**config.mk**
```make
export PLATFORM = sky130hd
export DESIGN_NAME = gsp_coord
export DESIGN_NICKNAME = d
export VERILOG_FILES = /design/src/hw/rtl/gsp_pkg.sv /design/src/hw/rtl/gsp_coord.sv
export SDC_FILE = /design/constraint.sdc
export NUM_CORES = 1
export LEC_CHECK = 0
export ABC_AREA = 1
export BUFFER_PORTS_ARGS = -buffer_cell sky130_fd_sc_hd__buf_2
export CAP_MARGIN = 20
export CORE_MARGIN = 2
export CORE_UTILIZATION = 59
export DETAILED_ROUTE_END_ITERATION = 12
export MAX_ROUTING_LAYER = met4
export PLACE_DENSITY = 0.9
export REMOVE_ABC_BUFFERS = 1
export SLEW_MARGIN = 10
export SYNTH_ARGS = -nofsm -noshare
export SYNTH_HDL_FRONTEND = slang
export SYNTH_SLANG_ARGS = --single-unit
```
**constraint.sdc**
```tcl
create_clock -name vclk -period 3.9
set_input_delay 0.195 -clock vclk [all_inputs]
set_output_delay 0.195 -clock vclk [all_outputs]
set_load 0.03 [all_outputs]
```
**src/hw/rtl/gsp_pkg.sv**
```systemverilog
package gsp_pkg;

  // plane geometry
  localparam int MAX_HEIGHT = 64;
  localparam int MAX_WIDTH  = 64;
  localparam int PIXEL_BITS = 16;
  localparam int DEPTH      = MAX_HEIGHT * MAX_WIDTH;
  localparam int STORE_AW   = $clog2(DEPTH);

  // field widths
  localparam int DIM_W  = 7;
  localparam int ADDR_W = 12;
  localparam int GRID_W = 16;
  localparam int ROW_W  = $clog2(MAX_HEIGHT);
  localparam int COL_W  = $clog2(MAX_WIDTH);
  localparam int IDX_W  = (ROW_W > COL_W) ? ROW_W : COL_W;

  // position: (g + 1.0) * (size - 1), 15 fractional bits
  localparam int FRAC   = 15;
  localparam int P_W    = GRID_W + 1 + IDX_W + 1;
  localparam int WT_W   = 17;
  localparam int SH_W   = 9;

  // register indexes
  localparam logic [1:0] REG_SAMPLE_MODE = 2'd0;
  localparam logic [1:0] REG_PAD_MODE    = 2'd1;
  localparam logic [1:0] REG_HEIGHT      = 2'd2;
  localparam logic [1:0] REG_WIDTH       = 2'd3;

  // commands and modes
  localparam logic CMD_LOAD    = 1'b0;
  localparam logic CMD_SAMPLE  = 1'b1;
  localparam logic MODE_NEAR   = 1'b0;
  localparam logic MODE_BILIN  = 1'b1;
  localparam logic PAD_ZEROS   = 1'b0;
  localparam logic PAD_BORDER  = 1'b1;

  typedef logic [IDX_W-1:0] idx_t;

  // one axis after mapping
  typedef struct packed {
    idx_t             i0;
    idx_t             i1;
    logic [SH_W-1:0]  s;
    logic             oob;
  } axis_t;

  // zero acts as one, above max acts as max
  function automatic logic [DIM_W-1:0] eff_dim(input logic [DIM_W-1:0] v,
                                               input logic [DIM_W-1:0] mx);
    logic [DIM_W-1:0] r;
    r = v;
    if (v == '0) r = DIM_W'(1);
    else if (v > mx) r = mx;
    return r;
  endfunction

endpackage

```
**src/hw/rtl/gsp_coord.sv**
```systemverilog
module gsp_coord (
  input  logic signed [gsp_pkg::P_W-1:0] pos,
  input  gsp_pkg::idx_t                  sm1,
  input  logic                           sample_mode,
  input  logic                           pad_mode,
  output gsp_pkg::axis_t                 axis
);

  localparam int P_W = gsp_pkg::P_W;
  localparam int FR  = gsp_pkg::FRAC;
  localparam int IW  = gsp_pkg::IDX_W;

  logic signed [P_W-1:0] max_pos;
  logic                  b_below, b_above;
  logic signed [P_W-1:0] pc;
  gsp_pkg::idx_t         b_i0, b_i1;
  logic [FR-1:0]         frac;
  logic [FR:0]           frac_rnd;
  logic                  n_below, n_above;
  logic signed [P_W-1:0] n_sum;
  logic [P_W-FR-1:0]     n_r;
  gsp_pkg::idx_t         n_idx;

  assign max_pos = $signed({{(P_W-IW-FR){1'b0}}, sm1, {FR{1'b0}}});

  // bilinear: floor/ceil pair and rounded 8-bit fraction
  always_comb begin
    b_below = pos < 0;
    b_above = pos > max_pos;
    pc = pos;
    if (pad_mode == gsp_pkg::PAD_BORDER) begin
      if (b_below) pc = '0;
      else if (b_above) pc = max_pos;
    end
    b_i0 = pc[FR +: IW];
    frac = pc[FR-1:0];
    b_i1 = ((frac != '0) && (b_i0 < sm1)) ? b_i0 + IW'(1) : b_i0;
    frac_rnd = {1'b0, frac} + (FR+1)'(64);
  end

  // nearest: round half away from zero
  always_comb begin
    n_below = pos <= -$signed(P_W'(16384));
    n_sum = pos + $signed(P_W'(16384));
    n_r = (pos < 0) ? '0 : n_sum[P_W-1:FR];
    n_above = !n_below && (n_r > (P_W-FR)'(sm1));
    n_idx = n_r[IW-1:0];
    if (pad_mode == gsp_pkg::PAD_BORDER) begin
      if (n_below) n_idx = '0;
      else if (n_above) n_idx = sm1;
    end
  end

  always_comb begin
    if (sample_mode == gsp_pkg::MODE_BILIN) begin
      axis.i0  = b_i0;
      axis.i1  = b_i1;
      axis.s   = frac_rnd[FR:7];
      axis.oob = (pad_mode == gsp_pkg::PAD_ZEROS) && (b_below || b_above);
    end else begin
      axis.i0  = n_idx;
      axis.i1  = n_idx;
      axis.s   = '0;
      axis.oob = (pad_mode == gsp_pkg::PAD_ZEROS) && (n_below || n_above);
    end
  end

endmodule

```
* Word level (Yosys, flattened, before mapping)
Index checks and enable logic that the tools add are counted.
** Storage, ports and cells
- Memories kept :: 0
- Flip-flop bits (word level) :: 0
- Logic and storage cells :: 26
- Memory bits (writable) :: 0
- Memory bits (read-only) :: 0
- Bits in latches :: 0
** Cells by class
- $lt $le $gt $ge :: 5
- Add/sub/neg operators :: 3
- Bitwise gates (word level) :: 1
- Divide/modulo/power cells :: 0
- Shifts and indexed selects :: 0
- Muxes and demuxes :: 9
- Multipliers :: 0
- Reductions and logical operators :: 8
- Equality and inequality tests :: 0
** Operators by type and width (count)
- $mux 21 :: 3
- $add 24x16->24 const B :: 1
- $gt 24x22->1 :: 1
- $le 24x15->1 const B :: 1
- $lt 24x1->1 const B :: 1
- $mux 6 :: 4
- $mux 22 :: 1
- $add 15x7->16 const B :: 1
- $reduce_bool 15->1 :: 1
- $gt 9x6->1 :: 1
- $mux 9 :: 1
- $add 6x1->6 const B :: 1
- $lt 6x6->1 :: 1
- $logic_and 1x1->1 :: 4
- $logic_or 1x1->1 :: 2
- $logic_not 1->1 :: 1
- $not 1->1 :: 1

* Logic depth before layout (Yosys ltp)
- Depth after elaboration :: 8
- Gate-level depth with buffers :: 23
- Mapped depth without buffers :: 23

* Worst setup path before layout
No wires, ideal clock.
- Path type :: in2out
- Start :: input port sm1[4]
- End :: output port axis[6] (netlist name)
- Setup slack :: 1.125 ns
- Data arrival time :: 2.580 ns
- Data required time :: 3.705 ns
- Stages :: 17
- Path buffers :: 0
- Cell sequence :: inv_1 ha_1 nand2_1 nor2_1 nand2_2 nor2_4 nand2_4 nand3_4 nand2_1 inv_1 ha_1 inv_1 nor2_2 nand2_1 nor3_1 a21oi_1 nor3_1
** RTL lines
- start: declaration :: line gsp_coord.sv:3 : input gsp_pkg::idx_t sm1,
- end: declaration :: line gsp_coord.sv:6 : output gsp_pkg::axis_t axis

==> run metrics <==
RSZ-0062 raised after global routing=false; Die Span X=58 um; crit-path cells=buf_2, inv_1, ha_1, nand2_1, inv_1, nand2_1, nand2_1, nand2_1, nand3_4, nand2_2, nand2_1, a31oi_1, inv_1, ha_1, a21oi_1, o21a_1, nand2_1, inv_2, nand2_2, nand2_1, nand3_1, nand2_1, buf_2; final wirelength=4.87 mm; P_int=0.0894 mW; global-route wire length before repair=8.13 mm; Net Sw Power=0.192 mW; Setup Viol. Count Final=0; kind of end point of the critical path=output pin; I/O Buffers=54; pwr dens=140 mW/mm^2; GRT overflow=0; Worst Setup Slack, final=0.666 ns; WP data required=3.70 ns; max incr delay on CP=0.30 ns; core footprint=0.00276 sq mm; CTS resizes=0; post-synthesis sequential area ratio=0%; seq_cells=0; Post-DP HPWL=4.09 mm; Sw Ratio=68.3%; fin crit share=82.9%; Slew headroom=67.3%; Avg WL per Cell=11.9 um; total global-route track usage=30.6%; fillcell total=263; area leader, netlist=nand2_1; maximum vdd drop=0.129 mV; CP Launch Type=primary input; largest net degree at the start of global routing=22; Slowest cell on crit path=ha_1; Crit path top cell by count=nand2_1; Site Rows=19; via/cell ratio=5.39; first-pass iteration count of the detailed router=5; initial core utilization=62.4%; min-delay src=pos[14]; type of the worst setup path=in -> out; Worst Hold Class=in -> out; synth-to-layout area growth=16.9%; CP Data Arrival Time=3.04 ns; # IOs=54; Hold Fails Final Rpt=0; vias in the first global route=1906; CP startpoint=sm1[4]; Max Cap Viol=0; share of the synthesized area in the top cell type=22.3%; Final ANT Viol Nets=0; Final Slew Violations=0; starting DRC count in detailed routing=214; Mean Syn Cell Area=5.25 sq um; setup TNS=0 ns; layout net count=433; Post-CTS Hold Fix Bufs=0; height of the die=58 um; die area=0.00336 sq mm; top post-synthesis cells by area=nand2_1 (22%), ha_1 (15%), inv_1 (10%); initial antenna violation count=0; CP max FO=9; combinational share of power=100.0%; Vias=2206; total setup buffers inserted after CTS=0; Post-Syn Area=0.00172 sq mm; leakage dissipation=1.21 nW; Storage cell area=0 sq um; number of clock-tree buffers in the layout=0; critical path endpoint=axis[11]; Reg power frac=0%; Core Util, Final=73.0%; Slew @ Worst Pin=0.486 ns; Clock power frac=0%; min cycle time layout=3.23 ns; Setup WS pre-CTS=0.671 ns; drc violations=0; Peak Freq=309 MHz; Yosys cell types=33; RePlAce Congestion=0.979; fraction of layout instances using a drive strength above 1=23.5%; Inserted Diodes=0; status=complete, no violations; cells after synthesis=328; warnings from Yosys=0
==> how the worst min path moves through the flow <==
| stage | endpoint | cells past startpoint | slack [ns] |
|---|---|---|---|
| global placement | axis[9] | 4 | 0.80 |
| global route | axis[9] | 4 | 0.83 |
| detailed placement | axis[9] | 4 | 0.80 |
| finish | axis[9] | 4 | 0.80 |
| CTS | axis[9] | 4 | 0.80 |
| floorplan | axis[9] | 2 | 0.55 |
==> kinds of logic (layout without fill, tap and decap cells) <==
kind of cell               Yosys count  in the layout  synth area share [%]
buffers and inverters               59            109                  13.0
AOI/OAI and AO/OA                   43             43                  13.7
adders and majority gates           21             21                  15.3
xor gates and xnor gates             2              2                  1.02
and+or+nand+nor                    203            203                  57.0
==> power by group through the flow <==
stage	Clock, mW	Sequential (mW)	Combinational [mW]
after global routing	0	0	0.314
final	0	0	0.282
after detailed placement	0	0	0.278
after floorplan	0	0	0.194
after CTS	0	0	0.278
after global placement	0	0	0.272
==> layout make-up <==
| type | instances | area, sq um | share of cell area [%] |
|---|---|---|---|
| Inverter | 55 | 206 | 10.3 |
| Multi-Input combinational cell | 269 | 1500 | 74.4 |
| Timing Repair Buffer | 54 | 270 | 13.4 |
| Tap cell | 31 | 38.8 | 1.93 |
==> synth_stat cells, drive strengths merged <==
cell    count
nor4        2
o31ai       1
clkbuf      1
nand2     114
nor2       44
nand3b      1
nand4       9
buf         3
o21ai      20
a31oi       1
nor3        6
a21oi      15
o211ai      3
o41ai       1
inv        55
o21a        1
a22oi       1
ha         21
xnor2       2
nand3      27
==> metrics by stage <==
step	std cells	instance area [sq um]	hold slack, ns	power, mW
2_1_floorplan	324	1700	0.552	0.194
3_3_place_gp	409	2010	0.797	0.272
3_5_place_dp	409	2010	0.796	0.278
4_1_cts	409	2010	0.797	0.278
5_1_grt	409	2010	0.827	0.314
6_report	409	2010	0.795	0.282
==> per-layer routing <==
layer	track usage (%)	wire (um)	share of wire [%]
met5	-	0	0
met4	4.98	38	0.78
met3	0.893	387	8.0
met2	51.8	2290	47
met1	41.2	2150	44
==> layout by cell type (no fill, tap or decap) <==
cell type and n:
nand3b_1 1, o211ai_1 3, o21ai_1 7, nand3_2 1
inv_1 47, nand3_4 2, nand4_4 1, o31ai_1 1
nand4_2 1, nor2_2 5, buf_2 54, nor2_1 36
nor2_4 3, nor3_1 5, nor4_1 1, xnor2_1 2
nand2_2 10, ha_1 21, nor4_4 1, nand3_1 24
a31oi_1 1, nand2_4 2, nand4_1 7, nand2_1 102
a21oi_1 15, o21a_1 1, nor3_2 1, a22oi_1 1
o21ai_0 13, o41ai_1 1, inv_2 8
==> worst max-delay path, delay by kind of cell <==
kind / cells / cell delay [ns]
AOI/OAI and AO/OA: 3 / 0.53
adders and majority gates: 2 / 0.58
buffers and inverters: 6 / 0.71
and+or+nand+nor: 12 / 1.02
No activity file was read; power rests on OpenSTA's default activity.
